File: src/mirrored_compare_exchange_sorter_assert.svh
// ------------------------------------------------------------------------
// Assertion macros for the mirrored compare-exchange sorter
// Concurrent checks on clk, disabled while rst_n is low.
// ------------------------------------------------------------------------
`ifndef MIRRORED_COMPARE_EXCHANGE_SORTER_ASSERT_SVH
`define MIRRORED_COMPARE_EXCHANGE_SORTER_ASSERT_SVH

// same-cycle implication
`define MCES_ASSERT_IMPL(label, ante, cons, msg) \
    label: assert property (@(posedge clk) disable iff (!rst_n) (ante) |-> (cons)) \
        else $error(msg);

// next-cycle implication
`define MCES_ASSERT_NEXT(label, ante, cons, msg) \
    label: assert property (@(posedge clk) disable iff (!rst_n) (ante) |=> (cons)) \
        else $error(msg);

`endif

File: src/mces_pkg.sv
// ------------------------------------------------------------------------
// mces_pkg
// Sizes, microcode step names, control word format and the microcode
// program of the mirrored compare-exchange sorter.
// ------------------------------------------------------------------------
package mces_pkg;

    localparam int CAPACITY = 16;
    localparam int VAL_W    = 32;
    localparam int IDX_W    = $clog2(CAPACITY);
    localparam int CNT_W    = $clog2(CAPACITY + 1);
    localparam int PC_W     = 4;

    // microcode step addresses
    localparam logic [PC_W-1:0] S_LOAD   = PC_W'(0);
    localparam logic [PC_W-1:0] S_FIRST  = PC_W'(1);
    localparam logic [PC_W-1:0] S_TEST   = PC_W'(2);
    localparam logic [PC_W-1:0] S_CMP    = PC_W'(3);
    localparam logic [PC_W-1:0] S_WR_HI  = PC_W'(4);
    localparam logic [PC_W-1:0] S_FWD    = PC_W'(5);
    localparam logic [PC_W-1:0] S_BINIT  = PC_W'(6);
    localparam logic [PC_W-1:0] S_BWD    = PC_W'(7);
    localparam logic [PC_W-1:0] S_OSTART = PC_W'(8);
    localparam logic [PC_W-1:0] S_ORD    = PC_W'(9);
    localparam logic [PC_W-1:0] S_OUT    = PC_W'(10);

    typedef enum logic [3:0] {
        OP_LOAD,
        OP_FIRST,
        OP_READ,
        OP_WR_LO,
        OP_WR_HI,
        OP_FWD,
        OP_BINIT,
        OP_BWD,
        OP_OSTART,
        OP_ORD,
        OP_OUT
    } op_t;

    typedef enum logic [2:0] {
        C_ALWAYS,
        C_LAST_ACC,
        C_PASS_DONE,
        C_R_LE1,
        C_R_DONE,
        C_OUT
    } cond_t;

    typedef struct packed {
        op_t             op;
        cond_t           cond;
        logic [PC_W-1:0] t_true;
        logic [PC_W-1:0] t_false;
    } uword_t;

    // Control store. A pass loop (TEST, CMP, WR_HI) returns through the
    // return register to the FWD or BWD step that sets up the next pass.
    function automatic uword_t ucode(input logic [PC_W-1:0] pc);
        uword_t w;
        w = '{op: OP_LOAD, cond: C_LAST_ACC, t_true: S_FIRST, t_false: S_LOAD};
        case (pc)
            S_LOAD:   w = '{op: OP_LOAD,   cond: C_LAST_ACC,  t_true: S_FIRST,  t_false: S_LOAD};
            S_FIRST:  w = '{op: OP_FIRST,  cond: C_ALWAYS,    t_true: S_TEST,   t_false: S_TEST};
            S_TEST:   w = '{op: OP_READ,   cond: C_PASS_DONE, t_true: S_TEST,   t_false: S_CMP};
            S_CMP:    w = '{op: OP_WR_LO,  cond: C_ALWAYS,    t_true: S_WR_HI,  t_false: S_WR_HI};
            S_WR_HI:  w = '{op: OP_WR_HI,  cond: C_ALWAYS,    t_true: S_TEST,   t_false: S_TEST};
            S_FWD:    w = '{op: OP_FWD,    cond: C_R_LE1,     t_true: S_BINIT,  t_false: S_TEST};
            S_BINIT:  w = '{op: OP_BINIT,  cond: C_ALWAYS,    t_true: S_BWD,    t_false: S_BWD};
            S_BWD:    w = '{op: OP_BWD,    cond: C_R_DONE,    t_true: S_OSTART, t_false: S_TEST};
            S_OSTART: w = '{op: OP_OSTART, cond: C_ALWAYS,    t_true: S_ORD,    t_false: S_ORD};
            S_ORD:    w = '{op: OP_ORD,    cond: C_ALWAYS,    t_true: S_OUT,    t_false: S_OUT};
            S_OUT:    w = '{op: OP_OUT,    cond: C_OUT,       t_true: S_LOAD,   t_false: S_ORD};
            default:  w = '{op: OP_LOAD,   cond: C_LAST_ACC,  t_true: S_FIRST,  t_false: S_LOAD};
        endcase
        return w;
    endfunction

endpackage

File: src/mirrored_compare_exchange_sorter.sv
// ------------------------------------------------------------------------
// mirrored_compare_exchange_sorter
// Collects a set of signed words, sorts them ascending with a fixed
// mirrored compare-exchange schedule run by a microcoded sequencer, and
// emits them in order with the final word marked.
// ------------------------------------------------------------------------
//
//  channel | signals                                   | role
//  --------+-------------------------------------------+----------------------
//  in      | in_valid, in_ready, in_value, in_last     | words of one set
//  out     | out_valid, out_ready, out_value, out_last | sorted words
//
// Loading accepts one word per cycle. Each compare-exchange reads both
// entries, then writes low and then writes high when they are out of order,
// on the single store write port; emitting reads each word and then
// registers it out.
// Reset clears the word count and returns the sequencer to loading.
// in_ready is high only while loading; a stalled output word holds in the
// output register and the sequencer waits on it.
module mirrored_compare_exchange_sorter
(
    input  logic                               clk,
    input  logic                               rst_n,
    input  logic                               in_valid,
    output logic                               in_ready,
    input  logic signed [mces_pkg::VAL_W-1:0]  in_value,
    input  logic                               in_last,
    output logic                               out_valid,
    input  logic                               out_ready,
    output logic signed [mces_pkg::VAL_W-1:0]  out_value,
    output logic                               out_last
);

    localparam int VAL_W = mces_pkg::VAL_W;
    localparam int IDX_W = mces_pkg::IDX_W;
    localparam int CNT_W = mces_pkg::CNT_W;
    localparam int PC_W  = mces_pkg::PC_W;

    logic [PC_W-1:0]  pc_reg, pc_next;
    logic [PC_W-1:0]  ret_reg, ret_next;
    logic [IDX_W-1:0] a_reg, a_next;
    logic [IDX_W-1:0] b_reg, b_next;
    logic [CNT_W-1:0] r_reg, r_next;
    logic [CNT_W-1:0] cnt_reg, cnt_next;

    logic                    out_valid_reg, out_valid_next;
    logic signed [VAL_W-1:0] out_value_reg, out_value_next;
    logic                    out_last_reg, out_last_next;

    logic [VAL_W-1:0]        mem [mces_pkg::CAPACITY];
    logic signed [VAL_W-1:0] rd_a_reg, rd_b_reg;

    mces_pkg::uword_t uw;
    logic             in_acc;
    logic             out_free;
    logic             gt;
    logic [CNT_W-1:0] n_m1;
    logic             a_ge_b;
    logic             r_le1;
    logic             r_done;
    logic             last_word;
    logic             cnt_full;

    logic             mem_we;
    logic [IDX_W-1:0] mem_waddr;
    logic [VAL_W-1:0] mem_wdata;
    logic             rd_en;

    assign uw        = mces_pkg::ucode(pc_reg);
    assign in_ready  = (uw.op == mces_pkg::OP_LOAD);
    assign in_acc    = in_valid && in_ready;
    assign out_free  = !out_valid_reg || out_ready;
    assign gt        = rd_a_reg > rd_b_reg;
    assign n_m1      = cnt_reg - CNT_W'(1);
    assign a_ge_b    = a_reg >= b_reg;
    assign r_le1     = r_reg <= CNT_W'(1);
    assign r_done    = r_reg >= n_m1;
    assign last_word = CNT_W'(a_reg) == n_m1;
    assign cnt_full  = cnt_reg >= CNT_W'(mces_pkg::CAPACITY);

    assign out_valid = out_valid_reg;
    assign out_value = out_value_reg;
    assign out_last  = out_last_reg;

    // sequencer: next step from the control word's condition
    always_comb
    begin
        pc_next = uw.t_true;
        case (uw.cond)
            mces_pkg::C_ALWAYS:    pc_next = uw.t_true;
            mces_pkg::C_LAST_ACC:  pc_next = (in_acc && in_last) ? uw.t_true : uw.t_false;
            mces_pkg::C_PASS_DONE: pc_next = a_ge_b ? ret_reg : uw.t_false;
            mces_pkg::C_R_LE1:     pc_next = r_le1 ? uw.t_true : uw.t_false;
            mces_pkg::C_R_DONE:    pc_next = r_done ? uw.t_true : uw.t_false;
            mces_pkg::C_OUT:
            begin
                if (!out_free)
                    pc_next = pc_reg;
                else
                    pc_next = last_word ? uw.t_true : uw.t_false;
            end
            default:               pc_next = mces_pkg::S_LOAD;
        endcase
    end

    // datapath
    always_comb
    begin
        ret_next       = ret_reg;
        a_next         = a_reg;
        b_next         = b_reg;
        r_next         = r_reg;
        cnt_next       = cnt_reg;
        out_valid_next = out_valid_reg && !out_ready;
        out_value_next = out_value_reg;
        out_last_next  = out_last_reg;
        mem_we         = 1'b0;
        mem_waddr      = a_reg;
        mem_wdata      = rd_b_reg;
        rd_en          = 1'b0;
        case (uw.op)
            mces_pkg::OP_LOAD:
            begin
                // drop words beyond capacity, but keep their last flag
                if (in_acc && !cnt_full)
                begin
                    mem_we    = 1'b1;
                    mem_waddr = cnt_reg[IDX_W-1:0];
                    mem_wdata = in_value;
                    cnt_next  = cnt_reg + CNT_W'(1);
                end
            end
            mces_pkg::OP_FIRST:
            begin
                a_next   = '0;
                b_next   = n_m1[IDX_W-1:0];
                r_next   = n_m1;
                ret_next = mces_pkg::S_FWD;
            end
            mces_pkg::OP_READ:
            begin
                rd_en = !a_ge_b;
            end
            mces_pkg::OP_WR_LO:
            begin
                mem_we    = gt;
                mem_waddr = a_reg;
                mem_wdata = rd_b_reg;
            end
            mces_pkg::OP_WR_HI:
            begin
                mem_we    = gt;
                mem_waddr = b_reg;
                mem_wdata = rd_a_reg;
                a_next    = a_reg + IDX_W'(1);
                b_next    = b_reg - IDX_W'(1);
            end
            mces_pkg::OP_FWD:
            begin
                // prefix pass over [0, r-1]
                if (!r_le1)
                begin
                    a_next = '0;
                    b_next = IDX_W'(r_reg - CNT_W'(1));
                    r_next = r_reg - CNT_W'(1);
                end
            end
            mces_pkg::OP_BINIT:
            begin
                r_next   = CNT_W'(1);
                ret_next = mces_pkg::S_BWD;
            end
            mces_pkg::OP_BWD:
            begin
                // suffix pass over [r, n-1]
                if (!r_done)
                begin
                    a_next = r_reg[IDX_W-1:0];
                    b_next = n_m1[IDX_W-1:0];
                    r_next = r_reg + CNT_W'(1);
                end
            end
            mces_pkg::OP_OSTART:
            begin
                a_next = '0;
            end
            mces_pkg::OP_ORD:
            begin
                rd_en = 1'b1;
            end
            mces_pkg::OP_OUT:
            begin
                if (out_free)
                begin
                    out_valid_next = 1'b1;
                    out_value_next = rd_a_reg;
                    out_last_next  = last_word;
                    a_next         = a_reg + IDX_W'(1);
                    if (last_word)
                        cnt_next = '0;
                end
            end
            default:
            begin
                mem_we = 1'b0;
            end
        endcase
    end

    always_ff @(posedge clk or negedge rst_n)
    begin
        if (!rst_n)
        begin
            pc_reg        <= mces_pkg::S_LOAD;
            ret_reg       <= mces_pkg::S_FWD;
            a_reg         <= '0;
            b_reg         <= '0;
            r_reg         <= '0;
            cnt_reg       <= '0;
            out_valid_reg <= 1'b0;
        end
        else
        begin
            pc_reg        <= pc_next;
            ret_reg       <= ret_next;
            a_reg         <= a_next;
            b_reg         <= b_next;
            r_reg         <= r_next;
            cnt_reg       <= cnt_next;
            out_valid_reg <= out_valid_next;
        end
    end

    always_ff @(posedge clk)
    begin
        out_value_reg <= out_value_next;
        out_last_reg  <= out_last_next;
    end

    // value store: one write port, two registered read ports
    always_ff @(posedge clk)
    begin
        if (mem_we)
            mem[mem_waddr] <= mem_wdata;
        if (rd_en)
        begin
            rd_a_reg <= mem[a_reg];
            rd_b_reg <= mem[b_reg];
        end
    end

`include "mirrored_compare_exchange_sorter_assert.svh"

    `MCES_ASSERT_IMPL(a_cnt_bound, 1'b1, cnt_reg <= CNT_W'(mces_pkg::CAPACITY), "word count above capacity")
    `MCES_ASSERT_IMPL(a_pair_order, pc_reg == mces_pkg::S_WR_HI, a_reg < b_reg, "compare pair out of order")
    `MCES_ASSERT_NEXT(a_cnt_clear, (pc_reg == mces_pkg::S_OUT) && out_free && last_word, (cnt_reg == '0) && out_valid && out_last, "set not closed after last word")

endmodule
File: config.mk
export PLATFORM = sky130hd
export DESIGN_NAME = mirrored_compare_exchange_sorter
export DESIGN_NICKNAME = d
export VERILOG_FILES = /design/src/mces_pkg.sv /design/src/mirrored_compare_exchange_sorter.sv
export VERILOG_INCLUDE_DIRS = /design/src /design/src/src
export SDC_FILE = /design/constraint.sdc
export NUM_CORES = 1
export LEC_CHECK = 0
export BUFFER_PORTS_ARGS = -buffer_cell sky130_fd_sc_hd__buf_2
export CAP_MARGIN = 15
export CORE_UTILIZATION = 55
export CTS_BUF_LIST = sky130_fd_sc_hd__clkbuf_4
export DETAILED_ROUTE_END_ITERATION = 7
export PLACE_DENSITY_LB_ADDON = 0.1
export SLEW_MARGIN = 10
export SYNTH_ARGS = -nofsm -noshare
export SYNTH_HDL_FRONTEND = slang
export SYNTH_SLANG_ARGS = --single-unit
export TNS_END_PERCENT = 30
File: constraint.sdc
create_clock -name clk -period 8.6 [get_ports clk]
set_input_delay 0 -clock clk [delete_from_list [all_inputs] [get_ports clk]]
set_output_delay 0 -clock clk [all_outputs]
set_load 0.005 [all_outputs]
Yosys cells after proc, flatten, opt, wreduce, memory -nomap -nowiden
Memory sizes are Yosys's and may differ from the RTL's. A register that Yosys moved wholly into a read port is not among the register bits.
Cells that the tools add are included.
- reductions and logical operators: 23
- eq/ne operators: 22
- add/subtract/negate cells: 6
- multiplexer cells: 33
- order comparisons: 5
- operators with widths (operator ; number):
    32-bit case mux with 2 select lines ; 1
    4-bit two-way mux ; 12
    32-bit greater-than comparator ; 1
    32-bit two-way mux ; 1
    5-bit two-way mux ; 5
    4-bit case mux with 6 select lines ; 1
    4-bit case mux with 5 select lines ; 1
    5-bit case mux with 4 select lines ; 1
    4-bit by 3-bit equality test with 1-bit output, second input constant ; 4
    4-bit case mux with 2 select lines ; 2
    4-bit case mux with 4 select lines ; 1
    4-bit equality test, second input constant ; 3
    5-bit by 1-bit adder with 5-bit output, second input constant ; 2
    2-bit inequality test, second input constant ; 5
    5-bit case mux with 2 select lines ; 1
    5-bit by 1-bit subtractor with 5-bit output, second input constant ; 2
    4-bit by 2-bit equality test with 1-bit output, second input constant ; 2
    4-bit AND reduction ; 2
    4-bit nonzero test ; 2
    3-bit by 2-bit equality test with 1-bit output, second input constant ; 2
    3-bit equality test, second input constant ; 2
    3-bit AND reduction ; 2
    4-bit by 5-bit equality test with 1-bit output ; 1
    5-bit greater-or-equal comparator ; 1
    19 further kinds ; 32
- bits in read-only memories: 240
- bits in writable memories: 512
- memories kept: 2
- bits in registers: 60
- memory list (name ; words ; bits a word ; read ports ; clocked after Yosys merged registers in ; write ports ; line ; RTL):
    mem ; 16 ; 32 ; 2 ; 2 ; 1 ; mirrored_compare_exchange_sorter.sv:50 ; logic [VAL_W-1:0] mem [mces_pkg::CAPACITY];
    (no name shown) ; 16 ; 15 ; 1 ; 0 ; 0 ; mces_pkg.sv:62 ; case (pc)

Logic depth before layout (Yosys ltp)
An unclocked memory read counts as a cell.
- depth in word-level cells: 8
- gate-level depth with buffers: 12
- depth with buffers taken out: 11

Worst setup path after synthesis
Ideal clock, no wire load.
- path kind: register to register
- start point: register pc_reg[0]
- end point: register rd_a_reg[0], read port of mem (enable)
- buffers on the path: 2
- required time: 8026 ps
- setup slack: 2042 ps
- stages on the path, launching flop included: 8
- arrival: 5984 ps
- path through: dfrtp_1 -> clkbuf_2 -> inv_1 -> ha_1 -> buf_2 -> nor4bb_4 -> nor2_1 -> o21ai_0
- longest elaborated chain between the ends: 3
- elaborated cells between the ends (all ways): 4
- classes of those cells: eq/ne (2); mux (1); memory (1)
- RTL lines (element ; line ; RTL):
    start: declaration ; mirrored_compare_exchange_sorter.sv:39 ; logic [PC_W-1:0] pc_reg, pc_next;
    start signal: assignment ; mirrored_compare_exchange_sorter.sv:214 ; pc_reg <= mces_pkg::S_LOAD;
    start signal: assignment ; mirrored_compare_exchange_sorter.sv:224 ; pc_reg <= pc_next;
    memory read 16 x 15 bit * ; - ;
    4-bit equality test / 4-bit by 2-bit equality test with 1-bit output (equally long branches) ; mirrored_compare_exchange_sorter.sv:121 ; case (uw.op)
    1-bit case mux with 2 select lines * ; mirrored_compare_exchange_sorter.sv:121 ;
    named net rd_en ; mirrored_compare_exchange_sorter.sv:67 ; logic rd_en;
    end: declaration ; mirrored_compare_exchange_sorter.sv:51 ; logic signed [VAL_W-1:0] rd_a_reg, rd_b_reg;
The timed path passes the listed nets; every way through them passes the cells marked *.
A chain may end at the register's enable or synchronous reset.

Worst setup path after layout
- start point: register pc_reg[3]
- end point: memory mem[14][17] (enable)
- longest elaborated chain between the ends: 8
- elaborated cells between the ends (all ways): 13
- classes of those cells: eq/ne (2); mux (6); reduce/logical (4); memory (1)
- RTL lines (element ; line ; RTL):
    memory read 16 x 15 bit * ; - ;
    4-bit logical NOT ; mirrored_compare_exchange_sorter.sv:70, mirrored_compare_exchange_sorter.sv:121 ;
    1-bit logical AND ; mirrored_compare_exchange_sorter.sv:71 ; assign in_acc = in_valid && in_ready;
    1-bit logical AND ; mirrored_compare_exchange_sorter.sv:125 ; if (in_acc && !cnt_full)
    1-bit two-way mux ; mirrored_compare_exchange_sorter.sv:125 ;
    1-bit case mux with 2 select lines ; mirrored_compare_exchange_sorter.sv:121 ;
    1-bit two-way mux ; mirrored_compare_exchange_sorter.sv:243 ; if (mem_we)
    1-bit two-way mux (not written as such) ; mirrored_compare_exchange_sorter.sv:244 ; mem[mem_waddr] <= mem_wdata;
    end: declaration ; mirrored_compare_exchange_sorter.sv:50 ;
Every way passes the cells marked *; elsewhere a longest branch is shown, timed or not.

==> flow_metrics.env <==
export IMPL_wl_per_cell_um=29.1
export IMPL_syn_area_mm2=0.0302
export IMPL_largest_reg_flops=512
export IMPL_fp_row_count=85
export IMPL_hold_path_class="input port to register"
export IMPL_peakVddDrop_mv=0.333
export IMPL_numClockSinks=633
export IMPL_final_nets=2053
export IMPL_vias_per_cell=6.69
export IMPL_root_buffer="clkbuf_4"
export IMPL_dp_final_hpwl_mm=45.2
export IMPL_cts_tree="yes"
export IMPL_max_slew_margin_rel=0.232
export IMPL_synthFlopType="edfxtp_1"
export IMPL_synthDistinctLibCells=70
export IMPL_path_class="register to register"
export IMPL_ys_top_cells_by_area="edfxtp_1 (61%), mux4_2 (17%), mux2i_1 (4.4%)"
export IMPL_firstDrtPassIters=7
export IMPL_cp_slowest_stage_delay_ns=0.85
export IMPL_syn_num_nets=1857
export IMPL_hold_violations=0
export IMPL_cts_resized_gates=0
export IMPL_cp_end_kind="register"
export IMPL_io_buffers=71
export IMPL_drv_slew=0
export IMPL_htreeDepth=4
export IMPL_core_mm2=0.0540
export IMPL_grt_ovfl_total=0
export IMPL_cts_buffers=165
export IMPL_finalCritPeriodShare=0.549
export IMPL_yosysTopAreaCell="edfxtp_1"
export IMPL_syn_inst=1768
export IMPL_cts_setup_buffers=0
export IMPL_path_clk_slew_ns=0.06
export IMPL_crit_family="compound AO/OA/AOI/OAI gates"
export IMPL_io_pins=72
export IMPL_worstPathCellList="or3b_1 -> o221ai_4 -> a21o_2 -> a222oi_1 -> nor2_1 -> nand2_1 -> a21oi_4 -> buf_4"
export IMPL_critPathLaunchType="register"
export IMPL_crit_required_ns=9.23
export IMPL_yosysSeqAreaShare=0.626
export IMPL_globalRouteTotalUtil=0.300
export IMPL_fin_cells=2780
export IMPL_synth_edf_count=609
export IMPL_cpMaxStageDelayCell="dfrtp_1"
export IMPL_dp_cells=2452
export IMPL_max_freq_mhz=212
export IMPL_synth_avg_cell_area_um2=17.1
export IMPL_crit_fanout=35
export IMPL_die_w_um=236
export IMPL_drv_cap=0
export IMPL_status="complete, no violations"
export IMPL_regMostFlops="mem"
export IMPL_power_total_mw=13.8
export IMPL_yosys_warnings=0
export IMPL_dr_total_vias=18602
export IMPL_die_area_mm2=0.0558
export IMPL_drt_iter0_drc=2243
export IMPL_power_density_mw_per_mm2=405
export IMPL_initial_core_util=0.558
export IMPL_synth_seq_cells=633
export IMPL_cp_arrival_ns=5.35
export IMPL_ant_nets=0
export IMPL_route_detailed_drc=0
export IMPL_area_growth_pct=12.7
export IMPL_crit_buf_inv=1
export IMPL_rsz0062_at_grt="no"
export IMPL_first_global_vias=19222
export IMPL_die_h_um=236
export IMPL_cts_buffer_depth=3
export IMPL_drt_wl_total_mm=80.9
export IMPL_synthTopCellsByCount="edfxtp_1 (609), mux4_2 (224), mux2i_1 (134)"
export IMPL_drive_above_1_share=0.303
export IMPL_finClkSkew_ns=0.0672
export IMPL_hold_slack_ns=0.265
export IMPL_finalSetupTns_ns=0
export IMPL_worstSkewPairLatency_ns=1.02
export IMPL_yosysTopAreaCellShare=0.606
export IMPL_yosysMostFrequentCell="edfxtp_1"
export IMPL_worst_slew_pin_slew_ns=1.15
export IMPL_antenna_found_initial=2
export IMPL_final_setup_viol_count=0
export IMPL_place_gp_congestion=0.842
export IMPL_fin_util=0.629
export IMPL_fin_crit_ns=4.73
export IMPL_grt_max_degree=123
export IMPL_p_leak_nw=11.8
export IMPL_synthArstFlopShare=0.0379
export IMPL_grt_pass1_wl_mm=122
==> cell usage in the layout (no fill, tap or decap), drive strengths merged, types with 10 or more instances in the layout <==
master	instances
a21oi	51
a221oi	65
a222oi	35
a22oi	34
a31oi	10
buf	110
clkbuf	230
clkinv	43
dfrtp	24
dlygate4sd3	40
edfxtp	609
ha	52
inv	82
mux2i	134
mux4	224
nand2	93
nand2b	10
nor2	37
nor3	10
o21ai	62
o22ai	12
==> routing by layer <==
layer  track usage  vias to the layer above  wire, um
li1              -                     7889         -
met1         0.417                     9546     32600
met2         0.465                      999     38600
met3        0.0703                      168      7300
met4         0.113                        0      2390
met5             0                        -         0
==> cell families after synthesis <==
logic type / Yosys count / synth area share
mux: 361 / 0.213
fa+ha+maj: 52 / 0.0216
compound gates: 312 / 0.0766
simple gates: 198 / 0.0321
xor+xnor: 11 / 0.00365
flops: 633 / 0.626
buf+inv: 201 / 0.0272
==> power breakdown <==
group / switching, mW / internal (mW)
clock: 1.24 / 1.44
combinational: 3.51 / 2.27
sequential: 0.538 / 4.78
total: 5.28 / 8.49
==> per-stage QoR <==
step	instance area, um^2	worst slack [ns]
after global routing	34000	3.65
final	34000	3.87
after CTS	34000	3.97
after global placement	31400	4.13
after floorplan	30200	2.04
after detailed placement	31400	4.00
==> cell type report <==
| cell class | count | area, um^2 |
|---|---|---|
| fillers | 3951 | 20000 |
| flip-flops and latches | 633 | 18900 |
| multi-input cells | 934 | 10700 |
| clock buffers | 230 | 1730 |
| repair buffers | 150 | 1090 |
| well taps | 696 | 871 |
| clock inverters | 55 | 417 |
| inverters | 80 | 300 |
| diodes | 2 | 5.00 |
==> timing repair <==
item                                    4_1_cts  5_1_grt
hold buffers                                 41        0
endpoints found under the setup margin        0        0
hold endpoints to repair                    583        0
==> worst paths after layout <==
| kind | start | end | slack [ns] | cells past startpoint |
|---|---|---|---|---|
| worst max register to register | pc_reg[3] | mem[14][17] | 3.87 | 8 |
| min in group asynchronous | rst_n | cnt_reg[0] | 0.56 | 5 |
| worst min-delay path | in_value[29] | mem[9][29] | 0.26 | 4 |
| max in group asynchronous | rst_n | a_reg[0] | 7.83 | 5 |
| worst min register to register | rd_a_reg[26] | out_value[26] | 0.46 | 0 |
| worst max-delay path | pc_reg[3] | mem[14][17] | 3.87 | 8 |
==> worst reg2reg max path: cells and delay by family, from the launching register on <==
kind	cells	cell delay, ns
AOI/OAI and AO/OA	4	1.95
buffers and inverters	1	0.53
and+or+nand+nor	3	1.04
DFF	1	0.85
Note: power is estimated with default switching activity, not from simulation.
